<file path="src/rtl/spa_pkg.sv">
// Shared types, codes and the microcode program of the sparse polynomial accumulator.
package spa_pkg;

    // Default table depth
    localparam int MAX_TERMS_DEF = 32;

    // Operation codes of an input item
    localparam logic [1:0] FUNC_ADD   = 2'd0;
    localparam logic [1:0] FUNC_READ  = 2'd1;
    localparam logic [1:0] FUNC_CLEAR = 2'd2;

    // Input item
    typedef struct packed {
        logic [1:0]         func;
        logic signed [15:0] coef;
        logic signed [15:0] expo;
    } t_in_item;

    // Result item
    typedef struct packed {
        logic signed [31:0] out_coef;
        logic signed [15:0] out_expo;
        logic [5:0]         term_total;
        logic               overflow;
        logic               last;
    } t_out_item;

    // One stored term
    typedef struct packed {
        logic signed [31:0] coef;
        logic signed [15:0] expo;
    } t_term;

    // Branch conditions
    typedef enum logic [3:0] {
        C_NEVER = 4'd0,
        C_TRUE  = 4'd1,
        C_LESS  = 4'd2,   // index below count and stored exponent below operand
        C_MATCH = 4'd3,   // index below count and stored exponent equals operand
        C_FULL  = 4'd4,
        C_ABOVE = 4'd5,   // index differs from saved insert position
        C_LTCNT = 4'd6,
        C_EMPTY = 4'd7,
        C_MORE  = 4'd8,   // another term follows the current one
        C_NZSUM = 4'd9
    } t_cond;

    typedef enum logic [2:0] {
        IDX_HOLD = 3'd0,
        IDX_ZERO = 3'd1,
        IDX_INC  = 3'd2,
        IDX_DEC  = 3'd3,
        IDX_CNT  = 3'd4
    } t_idx_op;

    typedef enum logic [1:0] {
        WR_NONE  = 2'd0,
        WR_SHIFT = 2'd1,  // move read data
        WR_NEW   = 2'd2,  // new term from operands
        WR_SUM   = 2'd3   // merged coefficient
    } t_wr_op;

    typedef enum logic [1:0] {
        CNT_HOLD = 2'd0,
        CNT_INC  = 2'd1,
        CNT_DEC  = 2'd2,
        CNT_CLR  = 2'd3
    } t_cnt_op;

    typedef enum logic [2:0] {
        EM_NONE = 3'd0,
        EM_STAT = 3'd1,   // zero term, last
        EM_OVF  = 3'd2,   // zero term, last, overflow
        EM_TERM = 3'd3,   // stored term, more follow
        EM_LAST = 3'd4    // stored term, last
    } t_emit;

    // Step addresses
    localparam int STEP_W = 5;
    localparam logic [STEP_W-1:0] S_IDLE = 5'd0;
    localparam logic [STEP_W-1:0] S_A0   = 5'd1;
    localparam logic [STEP_W-1:0] S_A1   = 5'd2;
    localparam logic [STEP_W-1:0] S_A2   = 5'd3;
    localparam logic [STEP_W-1:0] S_A3   = 5'd4;
    localparam logic [STEP_W-1:0] S_A4   = 5'd5;
    localparam logic [STEP_W-1:0] S_A5   = 5'd6;
    localparam logic [STEP_W-1:0] S_A6   = 5'd7;
    localparam logic [STEP_W-1:0] S_OVF  = 5'd8;
    localparam logic [STEP_W-1:0] S_M0   = 5'd9;
    localparam logic [STEP_W-1:0] S_D0   = 5'd10;
    localparam logic [STEP_W-1:0] S_D1   = 5'd11;
    localparam logic [STEP_W-1:0] S_D2   = 5'd12;
    localparam logic [STEP_W-1:0] S_R0   = 5'd13;
    localparam logic [STEP_W-1:0] S_R1   = 5'd14;
    localparam logic [STEP_W-1:0] S_R2   = 5'd15;
    localparam logic [STEP_W-1:0] S_R3   = 5'd16;
    localparam logic [STEP_W-1:0] S_C0   = 5'd17;
    localparam logic [STEP_W-1:0] S_Z0   = 5'd18;

    // Control word: branch to target when cond holds, else fall through.
    // With gate set, the side effects apply only on a taken branch.
    typedef struct packed {
        t_cond              cond;
        logic               gate;
        logic [STEP_W-1:0]  target;
        t_idx_op            idx_op;
        logic               ra_m1;
        t_wr_op             wr_op;
        logic               wa_m1;
        t_cnt_op            cnt_op;
        logic               pos_ld;
        t_emit              emit;
    } t_uword;

    // Sequencer to datapath
    typedef struct packed {
        logic    load;
        t_idx_op idx_op;
        logic    ra_m1;
        t_wr_op  wr_op;
        logic    wa_m1;
        t_cnt_op cnt_op;
        logic    pos_ld;
        t_emit   emit;
    } t_ctrl;

    // Datapath to sequencer
    typedef struct packed {
        logic less;
        logic match;
        logic full;
        logic above;
        logic ltcnt;
        logic empty;
        logic more;
        logic nzsum;
    } t_flags;

    localparam t_uword UW_NOP = '{
        cond: C_TRUE, gate: 1'b0, target: S_IDLE, idx_op: IDX_HOLD, ra_m1: 1'b0,
        wr_op: WR_NONE, wa_m1: 1'b0, cnt_op: CNT_HOLD, pos_ld: 1'b0, emit: EM_NONE
    };

    // Microcode program
    function automatic t_uword ucode(input logic [STEP_W-1:0] step);
        t_uword w;
        w = UW_NOP;
        case (step)
            // add: start search at entry zero
            S_A0: begin
                w.cond   = C_NEVER;
                w.idx_op = IDX_ZERO;
            end
            // walk past smaller exponents
            S_A1: begin
                w.cond   = C_LESS;
                w.gate   = 1'b1;
                w.target = S_A1;
                w.idx_op = IDX_INC;
            end
            S_A2: begin
                w.cond   = C_MATCH;
                w.target = S_M0;
            end
            S_A3: begin
                w.cond   = C_FULL;
                w.target = S_OVF;
            end
            // insert: remember position, start shifting from the top
            S_A4: begin
                w.cond   = C_NEVER;
                w.pos_ld = 1'b1;
                w.idx_op = IDX_CNT;
                w.ra_m1  = 1'b1;
            end
            S_A5: begin
                w.cond   = C_ABOVE;
                w.gate   = 1'b1;
                w.target = S_A5;
                w.wr_op  = WR_SHIFT;
                w.idx_op = IDX_DEC;
                w.ra_m1  = 1'b1;
            end
            S_A6: begin
                w.wr_op  = WR_NEW;
                w.cnt_op = CNT_INC;
                w.emit   = EM_STAT;
            end
            S_OVF: begin
                w.emit = EM_OVF;
            end
            // merge: keep nonzero sum, else fall into delete
            S_M0: begin
                w.cond  = C_NZSUM;
                w.gate  = 1'b1;
                w.wr_op = WR_SUM;
                w.emit  = EM_STAT;
            end
            S_D0: begin
                w.cond   = C_NEVER;
                w.idx_op = IDX_INC;
            end
            S_D1: begin
                w.cond   = C_LTCNT;
                w.gate   = 1'b1;
                w.target = S_D1;
                w.wr_op  = WR_SHIFT;
                w.wa_m1  = 1'b1;
                w.idx_op = IDX_INC;
            end
            S_D2: begin
                w.cnt_op = CNT_DEC;
                w.emit   = EM_STAT;
            end
            // readout
            S_R0: begin
                w.cond   = C_NEVER;
                w.idx_op = IDX_ZERO;
            end
            S_R1: begin
                w.cond = C_EMPTY;
                w.gate = 1'b1;
                w.emit = EM_STAT;
            end
            S_R2: begin
                w.cond   = C_MORE;
                w.gate   = 1'b1;
                w.target = S_R2;
                w.idx_op = IDX_INC;
                w.emit   = EM_TERM;
            end
            S_R3: begin
                w.emit = EM_LAST;
            end
            S_C0: begin
                w.cnt_op = CNT_CLR;
                w.emit   = EM_STAT;
            end
            S_Z0: begin
                w.emit = EM_STAT;
            end
            default: begin
                w = UW_NOP;
            end
        endcase
        return w;
    endfunction

endpackage

</file>
<file path="src/rtl/spa_seq.sv">
// Microcode sequencer: step counter, program table lookup and branch logic.
module spa_seq (
    input  logic              i_clk,
    input  logic              i_rst_n,
    input  logic              i_start,
    input  spa_pkg::t_in_item i_in,
    input  spa_pkg::t_flags   i_flags,
    output spa_pkg::t_ctrl    o_ctrl,
    output logic              o_busy
);

    logic [spa_pkg::STEP_W-1:0] r_step;
    logic [spa_pkg::STEP_W-1:0] n_step;
    logic [spa_pkg::STEP_W-1:0] w_entry;
    spa_pkg::t_uword            w_word;
    logic                       w_taken;
    logic                       w_en;
    logic                       w_accept;

    assign w_word   = spa_pkg::ucode(r_step);
    assign o_busy   = (r_step != spa_pkg::S_IDLE);
    assign w_accept = i_start && !o_busy;

    // entry point by operation
    always_comb begin
        case (i_in.func)
            spa_pkg::FUNC_ADD:   w_entry = (i_in.coef != '0) ? spa_pkg::S_A0 : spa_pkg::S_Z0;
            spa_pkg::FUNC_READ:  w_entry = spa_pkg::S_R0;
            spa_pkg::FUNC_CLEAR: w_entry = spa_pkg::S_C0;
            default:             w_entry = spa_pkg::S_Z0;
        endcase
    end

    // branch condition select
    always_comb begin
        case (w_word.cond)
            spa_pkg::C_NEVER: w_taken = 1'b0;
            spa_pkg::C_TRUE:  w_taken = 1'b1;
            spa_pkg::C_LESS:  w_taken = i_flags.less;
            spa_pkg::C_MATCH: w_taken = i_flags.match;
            spa_pkg::C_FULL:  w_taken = i_flags.full;
            spa_pkg::C_ABOVE: w_taken = i_flags.above;
            spa_pkg::C_LTCNT: w_taken = i_flags.ltcnt;
            spa_pkg::C_EMPTY: w_taken = i_flags.empty;
            spa_pkg::C_MORE:  w_taken = i_flags.more;
            spa_pkg::C_NZSUM: w_taken = i_flags.nzsum;
            default:          w_taken = 1'b0;
        endcase
    end

    // next step
    always_comb begin
        if (!o_busy) begin
            n_step = w_accept ? w_entry : spa_pkg::S_IDLE;
        end else if (w_taken) begin
            n_step = w_word.target;
        end else begin
            n_step = r_step + 1'b1;
        end
    end

    // datapath controls, gated words act only on a taken branch
    assign w_en = !w_word.gate || w_taken;
    always_comb begin
        o_ctrl.load   = w_accept;
        o_ctrl.ra_m1  = w_word.ra_m1;
        o_ctrl.wa_m1  = w_word.wa_m1;
        o_ctrl.idx_op = w_en ? w_word.idx_op : spa_pkg::IDX_HOLD;
        o_ctrl.wr_op  = w_en ? w_word.wr_op  : spa_pkg::WR_NONE;
        o_ctrl.cnt_op = w_en ? w_word.cnt_op : spa_pkg::CNT_HOLD;
        o_ctrl.pos_ld = w_en && w_word.pos_ld;
        o_ctrl.emit   = w_en ? w_word.emit   : spa_pkg::EM_NONE;
    end

    always_ff @(posedge i_clk) begin
        if (!i_rst_n) begin
            r_step <= spa_pkg::S_IDLE;
        end else begin
            r_step <= n_step;
        end
    end

endmodule

</file>
<file path="src/rtl/spa_dp.sv">
// Datapath: term memory, index/position/count registers, adder and result register.
module spa_dp #(
    parameter int MAX_TERMS = spa_pkg::MAX_TERMS_DEF
) (
    input  logic               i_clk,
    input  logic               i_rst_n,
    input  spa_pkg::t_in_item  i_in,
    input  spa_pkg::t_ctrl     i_ctrl,
    output spa_pkg::t_flags    o_flags,
    output logic               o_valid,
    output spa_pkg::t_out_item o_out
);

    localparam int IW = $clog2(MAX_TERMS + 1);
    localparam int AW = $clog2(MAX_TERMS);

    spa_pkg::t_term     r_terms [MAX_TERMS];
    spa_pkg::t_term     r_rd;
    logic [IW-1:0]      r_idx;
    logic [IW-1:0]      n_idx;
    logic [IW-1:0]      r_pos;
    logic [IW-1:0]      r_cnt;
    logic [IW-1:0]      n_cnt;
    logic signed [15:0] r_coef;
    logic signed [15:0] r_expo;
    logic               r_valid;
    spa_pkg::t_out_item r_out;
    spa_pkg::t_out_item n_out;

    logic [IW-1:0]      w_ra_full;
    logic [IW-1:0]      w_wa_full;
    logic [AW-1:0]      w_ra;
    logic [AW-1:0]      w_wa;
    logic               w_we;
    spa_pkg::t_term     w_wd;
    logic signed [32:0] w_sum;
    logic signed [31:0] w_sat;
    logic [IW:0]        w_idx_p1;
    logic [IW+5:0]      w_cnt_ext;

    // merge sum with clamp to the 32-bit range
    assign w_sum = {r_rd.coef[31], r_rd.coef} + 33'(r_coef);
    always_comb begin
        if (w_sum[32] != w_sum[31]) begin
            w_sat = w_sum[32] ? 32'sh8000_0000 : 32'sh7fff_ffff;
        end else begin
            w_sat = w_sum[31:0];
        end
    end

    // status to the sequencer
    assign w_idx_p1      = {1'b0, r_idx} + 1'b1;
    assign o_flags.ltcnt = (r_idx < r_cnt);
    assign o_flags.less  = o_flags.ltcnt && (r_rd.expo < r_expo);
    assign o_flags.match = o_flags.ltcnt && (r_rd.expo == r_expo);
    assign o_flags.full  = (r_cnt == IW'(MAX_TERMS));
    assign o_flags.above = (r_idx != r_pos);
    assign o_flags.empty = (r_cnt == '0);
    assign o_flags.more  = (w_idx_p1 < {1'b0, r_cnt});
    assign o_flags.nzsum = (w_sat != '0);

    // index update
    always_comb begin
        case (i_ctrl.idx_op)
            spa_pkg::IDX_HOLD: n_idx = r_idx;
            spa_pkg::IDX_ZERO: n_idx = '0;
            spa_pkg::IDX_INC:  n_idx = r_idx + 1'b1;
            spa_pkg::IDX_DEC:  n_idx = r_idx - 1'b1;
            spa_pkg::IDX_CNT:  n_idx = r_cnt;
            default:           n_idx = r_idx;
        endcase
    end

    // count update
    always_comb begin
        case (i_ctrl.cnt_op)
            spa_pkg::CNT_HOLD: n_cnt = r_cnt;
            spa_pkg::CNT_INC:  n_cnt = r_cnt + 1'b1;
            spa_pkg::CNT_DEC:  n_cnt = r_cnt - 1'b1;
            spa_pkg::CNT_CLR:  n_cnt = '0;
            default:           n_cnt = r_cnt;
        endcase
    end

    // memory addressing: read follows the next index so data lines up
    assign w_ra_full = i_ctrl.ra_m1 ? (n_idx - 1'b1) : n_idx;
    assign w_wa_full = i_ctrl.wa_m1 ? (r_idx - 1'b1) : r_idx;
    assign w_ra      = w_ra_full[AW-1:0];
    assign w_wa      = w_wa_full[AW-1:0];
    assign w_we      = (i_ctrl.wr_op != spa_pkg::WR_NONE);

    always_comb begin
        case (i_ctrl.wr_op)
            spa_pkg::WR_SHIFT: w_wd = r_rd;
            spa_pkg::WR_NEW:   w_wd = '{coef: 32'(r_coef), expo: r_expo};
            spa_pkg::WR_SUM:   w_wd = '{coef: w_sat, expo: r_rd.expo};
            default:           w_wd = r_rd;
        endcase
    end

    // term memory, one write and one registered read per cycle
    always_ff @(posedge i_clk) begin
        if (w_we) begin
            r_terms[w_wa] <= w_wd;
        end
        r_rd <= r_terms[w_ra];
    end

    // result assembly
    assign w_cnt_ext = {6'd0, n_cnt};
    always_comb begin
        n_out.term_total = w_cnt_ext[5:0];
        n_out.overflow   = (i_ctrl.emit == spa_pkg::EM_OVF);
        n_out.last       = (i_ctrl.emit != spa_pkg::EM_TERM);
        if (i_ctrl.emit == spa_pkg::EM_TERM || i_ctrl.emit == spa_pkg::EM_LAST) begin
            n_out.out_coef = r_rd.coef;
            n_out.out_expo = r_rd.expo;
        end else begin
            n_out.out_coef = '0;
            n_out.out_expo = '0;
        end
    end

    // control registers
    always_ff @(posedge i_clk) begin
        if (!i_rst_n) begin
            r_cnt   <= '0;
            r_valid <= 1'b0;
        end else begin
            r_cnt   <= n_cnt;
            r_valid <= (i_ctrl.emit != spa_pkg::EM_NONE);
        end
    end

    // payload registers
    always_ff @(posedge i_clk) begin
        r_idx <= n_idx;
        r_out <= n_out;
        if (i_ctrl.pos_ld) begin
            r_pos <= r_idx;
        end
        if (i_ctrl.load) begin
            r_coef <= i_in.coef;
            r_expo <= i_in.expo;
        end
    end

    assign o_valid = r_valid;
    assign o_out   = r_out;

endmodule

</file>
<file path="src/rtl/sparse_polynomial_accumulator.sv">
// Top level of the sparse polynomial accumulator: sequencer plus datapath.
// Add: a search walk and then a shift walk, one entry per cycle through the term memory with
//   its separate read and write ports; the n stored terms bound the length of both walks.
// Readout of n terms gives one result per term, the last one flagged last; empty readout, clear
//   and ignored items give a single status result. busy drops in the cycle of the last result.
// Results are one-cycle strobes; synchronous active-low reset empties the table and idles the block.
module sparse_polynomial_accumulator #(
    parameter int MAX_TERMS = spa_pkg::MAX_TERMS_DEF
) (
    input  logic               i_clk,
    input  logic               i_rst_n,
    input  logic               start,
    input  spa_pkg::t_in_item  i_in,
    output logic               busy,
    output logic               o_valid,
    output spa_pkg::t_out_item o_out
);

    spa_pkg::t_ctrl  w_ctrl;
    spa_pkg::t_flags w_flags;

    // program sequencer
    spa_seq u_seq (
        .i_clk   (i_clk),
        .i_rst_n (i_rst_n),
        .i_start (start),
        .i_in    (i_in),
        .i_flags (w_flags),
        .o_ctrl  (w_ctrl),
        .o_busy  (busy)
    );

    // term storage and arithmetic
    spa_dp #(
        .MAX_TERMS (MAX_TERMS)
    ) u_dp (
        .i_clk   (i_clk),
        .i_rst_n (i_rst_n),
        .i_in    (i_in),
        .i_ctrl  (w_ctrl),
        .o_flags (w_flags),
        .o_valid (o_valid),
        .o_out   (o_out)
    );

endmodule

</file>
<file path="config.mk">
export PLATFORM = sky130hd
export DESIGN_NAME = sparse_polynomial_accumulator
export DESIGN_NICKNAME = d
export VERILOG_FILES = /design/src/rtl/spa_pkg.sv /design/src/rtl/spa_seq.sv /design/src/rtl/spa_dp.sv /design/src/rtl/sparse_polynomial_accumulator.sv
export SDC_FILE = /design/constraint.sdc
export NUM_CORES = 2
export LEC_CHECK = 0
export ABC_AREA = 1
export BUFFER_PORTS_ARGS = -buffer_cell sky130_fd_sc_hd__buf_4
export CAP_MARGIN = 20
export CORE_MARGIN = 2
export CORE_UTILIZATION = 50
export CTS_CLUSTER_SIZE = 16
export DETAILED_ROUTE_END_ITERATION = 10
export PLACE_DENSITY = 0.68
export SYNTH_ARGS = -nofsm -noshare
export SYNTH_HDL_FRONTEND = slang
export SYNTH_HIERARCHICAL = 1
export SYNTH_SLANG_ARGS = --single-unit
export TNS_END_PERCENT = 30
</file>
<file path="constraint.sdc">
create_clock -name i_clk -period 6.15 [get_ports i_clk]
set_input_delay 0.9225 -clock i_clk [delete_from_list [all_inputs] [get_ports i_clk]]
set_output_delay 0.9225 -clock i_clk [all_outputs]
set_load 0.03 [all_outputs]
</file>
Yosys cells after proc, flatten, opt, wreduce, memory -nomap -nowiden --
Memories as Yosys holds them, arrays and structs flattened. A register that Yosys moved wholly into a read port is not among the register bits. Cells that the tools add are included. Widths: inputs -> output; s select.
Storage, ports and cells: bits in registers 112, latch bits 0, bits in writable memories 1536, bits in read-only memories 0, input port bits 37, word-level logic and storage cells 122, memories 1
Operators by class: add/sub/neg operators 8, $mul 0, divide/modulo/power cells 0, $lt $le $gt $ge 3, eq/ne operators 46, shift operators 0, multiplexer cells 29, bitwise operators 0, reductions and logical operators 23
Memories:
- u_dp.r_terms | depth 32, bits a word 48, read ports 1, clocked after memory_dff 1, wr ports 1, RTL line spa_dp.sv:17 | spa_pkg::t_term r_terms [MAX_TERMS];
Operators by type and width (count):
- $pmux 48 s2 | 1
- $mux 32 | 2
- $pmux 6 s4 | 2
- $eq 5x4->1 const B | 8
- $pmux 4 s9 | 1
- $add 32x16->33 | 1
- $reduce_bool 32->1 | 1
- $mux 5 | 6
- $pmux 3 s4 | 2
- $pmux 4 s6 | 1
- $eq 5x3->1 const B | 4
- $eq 16x16->1 | 1
- $eq 4x3->1 const B | 4
- $lt 16x16->1 | 1
- $reduce_bool 16->1 | 1
- $eq 5x5->1 const B | 3
- $pmux 5 s3 | 1
- $add 6x1->6 const B | 2
- $eq 3x2->1 const B | 4
- $pmux 2 s3 | 2
- $reduce_or 6->1 | 2
- $sub 6x1->6 const B | 2
- $eq 2x2->1 const B | 5
- $eq 5x2->1 const B | 2
- other kinds (30) | 50

Depth between registers and ports, before layout --
depth in word-level cells 11, depth in mapped cells 48, depth with buffers taken out 44

Cells and area by module --
Netlist, hierarchy kept.
By module, submodules not included:
- spa_dp | times used 1, cells an instance 6088, area each 69559.2 um2, seq. area each 49617.6 um2
- spa_seq | times used 1, cells an instance 182, area each 1043.5 um2, seq. area each 100.1 um2

Worst setup path before layout --
No wires, ideal clock.
kind register to register, start reg u_dp.r_coef[15], end mem u_dp/r_terms[14][0] (netlist name) (enable), library setup time 0.454 ns, arrival 5.757 ns, data required time 5.696 ns, setup slack -0.061 ns, cell stages (with the launch flop) 30, buffers on the path 2, period minus slack after synthesis 6.211 ns, cells stage by stage edfxtp_1 ha_1 nand2_1 inv_1 a21oi_1 nand2_1 a21oi_1 nand2_1 nand2_1 nand2_1 nand2_1 clkbuf_1 nand3_1 nand2_1 nor2_1 nand2_1 nor2_1 nand2_1 nand3_1 nand2_1 nand2_1 nand2_1 nand2_2 o311ai_4 o21ai_1 inv_1 clkbuf_1 or2_2 nand3_1 nor2_1
RTL lines:
- start, declared | RTL line spa_dp.sv:24 | logic signed [15:0] r_coef;
- start signal, assigned | RTL line spa_dp.sv:143 | r_coef <= i_in.coef;
- end, declared | RTL line spa_dp.sv:17

==> results.cfg <==
[route]
drc = 0
vias_per_cell = 5.95
drt_iter0_drc = 7652
wl_per_cell_um = 24.9
antenna_left = 0
wirelength_mm = 213
vias = 50808
first_pass_iters = 6

[yosys]
synth_cell_type_count = 54
synth.cell_area_um2 = 70600
synthFlopType = edfxtp_1
synth_edf_count = 1575
syn_inst = 6270
synthArstFlopShare_pct = 0
yosys.area.top_type = edfxtp_1
avgSynthCellArea_um2 = 11.3
synth_top_area_share_pct = 67.0
ys_seq_area_share_pct = 70.4
yosysWarnings = 6
ys_ff_latch = 1696
synth_nets = 6384
ys_top_cells_by_area = edfxtp_1, nand3_1, nand2_1, dfxtp_1, ha_1

[grt]
antenna_found_initial = 4
overflow = 0
grt_pass1_wl_mm = 310
groute.usage.overall_pct = 28.7
grt_pass1_vias = 47695
grt_start_max_net_pins = 96

[timing]
hold_viol_final = 0
min_period_ns = 5.79
slew_viol_final = 0
period_share_pct = 94.2
worst_pin_slew_ns = 1.03
max-slew-margin-rel_pct = 30.4
clock_skew_ns = 0.0488
clock.fmax_mhz = 173
final.setup.worst_slack_ns = 0.356
setup_viol = 0

[critical_path]
reg2reg_depth = 33
slowest_stage = nor2_4
reg2reg_from = u_dp/r_rd[22]
critPathKind = reg2reg
startpoint_type = register
cp_max_fo = 30
worst_ep_required_time_ns = 6.60
cp_common_cell = nand2_1
r2r-end = u_dp/r_terms[5][18]
arrival_ns = 6.24
rrSetupSlack_ns = 0.36
crit_path_end_kind = register
startpoint = u_dp/r_rd[22]
critPathCapture = u_dp/r_terms[5][18]
max_stage_delay_ns = 0.73

[hold_path]
worstHoldPathType = in2reg
hold-path-cell-count = 1

[clock_network]
htreeDepth = 4
cts_sinks = 1696
cts-root-buf = clkbuf_16
clkTransAtPathRegs_ns = 0.06
numCtsBuffers = 172
cts_tree = yes
cts_buffer_depth = 3
clk_latency_ns = 0.83

[floorplanning]
rows = 137
ios = 95
die_area_um2 = 144000
die_y_um = 380
die_w_um = 380
start_util_pct = 50.5
core_area_um2 = 140000

[place]
pre_cts_slack_ns = 0.0943
port_buffers = 94
dp_hpwl_mm = 122
place.gp.congestion = 0.912

[job]
max-cap-violations = 0

[cells_and_area]
layout-drive-gt1-share_pct = 12.7
final_nets = 6634
area_growth_pct = 17.2

[outcome]
outcome = finished, final reports clean
[how the worst min path moves through the flow]
stage	from	endpoint
floorplan	u_dp/r_rd[20]	u_dp/o_out[28]
global placement	u_dp/r_rd[3]	u_dp/o_out[11]
detailed placement	u_dp/r_rd[3]	u_dp/o_out[11]
CTS	i_in[11]	u_dp/r_expo[11]
global route	i_in[11]	u_dp/r_expo[11]
finish	i_in[11]	u_dp/r_expo[11]
[cells by family after synthesis]
logic type               count (synthesis)  share of synthesized area (%)
flip-flops                            1696                           70.4
AO/OA/AOI/OAI                          204                           1.79
AND/OR/NAND/NOR                       3669                           22.5
adder cells (fa/ha/maj)                 77                           1.39
XOR/XNOR                                36                          0.457
buffers and inverters                  588                           3.49
[area by class of cell]
type,count,area (µm²)
multi-input cells,3986,19100
clock inverters,88,932
well taps,1876,2350
repair buffers,431,5000
clock buffers,232,4690
inverters,233,933
fillers,11065,57100
flip-flops and latches,1696,49700
diodes,2,5.00
[sequential cells by signal, summed over array words and instances (netlist names)]
signal / flops
u_dp/r_idx: 6
u_dp/r_rd: 48
u_dp/r_pos: 6
u_dp/r_expo: 16
u_dp/r_terms: 1536
u_seq/r_step: 5
u_dp/r_coef: 16
u_dp/o_valid: 1
u_dp/r_cnt: 6
u_dp/o_out: 56
[critical path: cells and delay by family, from the launching register on]
family | cells | cell delay (ns)
and+or+nand+nor | 21 | 2.65
buffers and inverters | 7 | 1.27
DFF | 1 | 0.60
AOI/OAI and AO/OA | 4 | 0.53
adders and majority gates | 1 | 0.30
[routing by layer]
| metal | vias to the layer above | routed length (µm) | GRT usage, % |
|---|---|---|---|
| li1 | 22520 | - | - |
| met1 | 24658 | 84400 | 41.7 |
| met2 | 3171 | 95200 | 43.4 |
| met3 | 457 | 26200 | 5.66 |
| met4 | 2 | 6970 | 9.50 |
| met5 | - | 13 | 0 |
[through the flow]
| step | area (µm²) | hold slack (ns) | utilization, % | setup TNS [ns] | cells |
|---|---|---|---|---|---|
| 2_1_floorplan | 70600 | 0.429 | - | -90.17 | 6270 |
| 3_3_place_gp | 76400 | 0.452 | 54.6 | 0 | 8196 |
| 3_5_place_dp | 76400 | 0.451 | 54.6 | 0 | 8199 |
| 4_1_cts | 82000 | 0.223 | 58.6 | 0 | 8519 |
| 5_1_grt | 82700 | 0.247 | 59.2 | -0.0520 | 8542 |
| 6_report | 82700 | 0.276 | 59.2 | 0 | 8544 |
[synth_stat cells (all sizes together), types with 24 or more instances]
master,number
nand2,1924
edfxtp,1575
nand3,1507
buf,248
inv,233
nor2,191
dfxtp,121
clkbuf,107
a21oi,80
ha,75
o21ai,59
o221ai,29
xor2,24
[layout by cell type (no fill, tap or decap), types with 73 or more instances in the layout]
cell type and n:
nand2_1 1900, edfxtp_1 1575, nand3_1 1503, buf_4 299
inv_1 215, clkbuf_16 184, nor2_1 144, dfxtp_1 115
buf_12 100, a21oi_1 73
[timing repair]
action,CTS,global route
buffers inserted,0,12
endpoints found under the setup margin,0,118
gates resized for setup,0,74
hold buffers,0,0
Power is left out: the tool's default activity adds up to more than one toggle a clock period on the data nets, which glitch-free logic cannot reach.
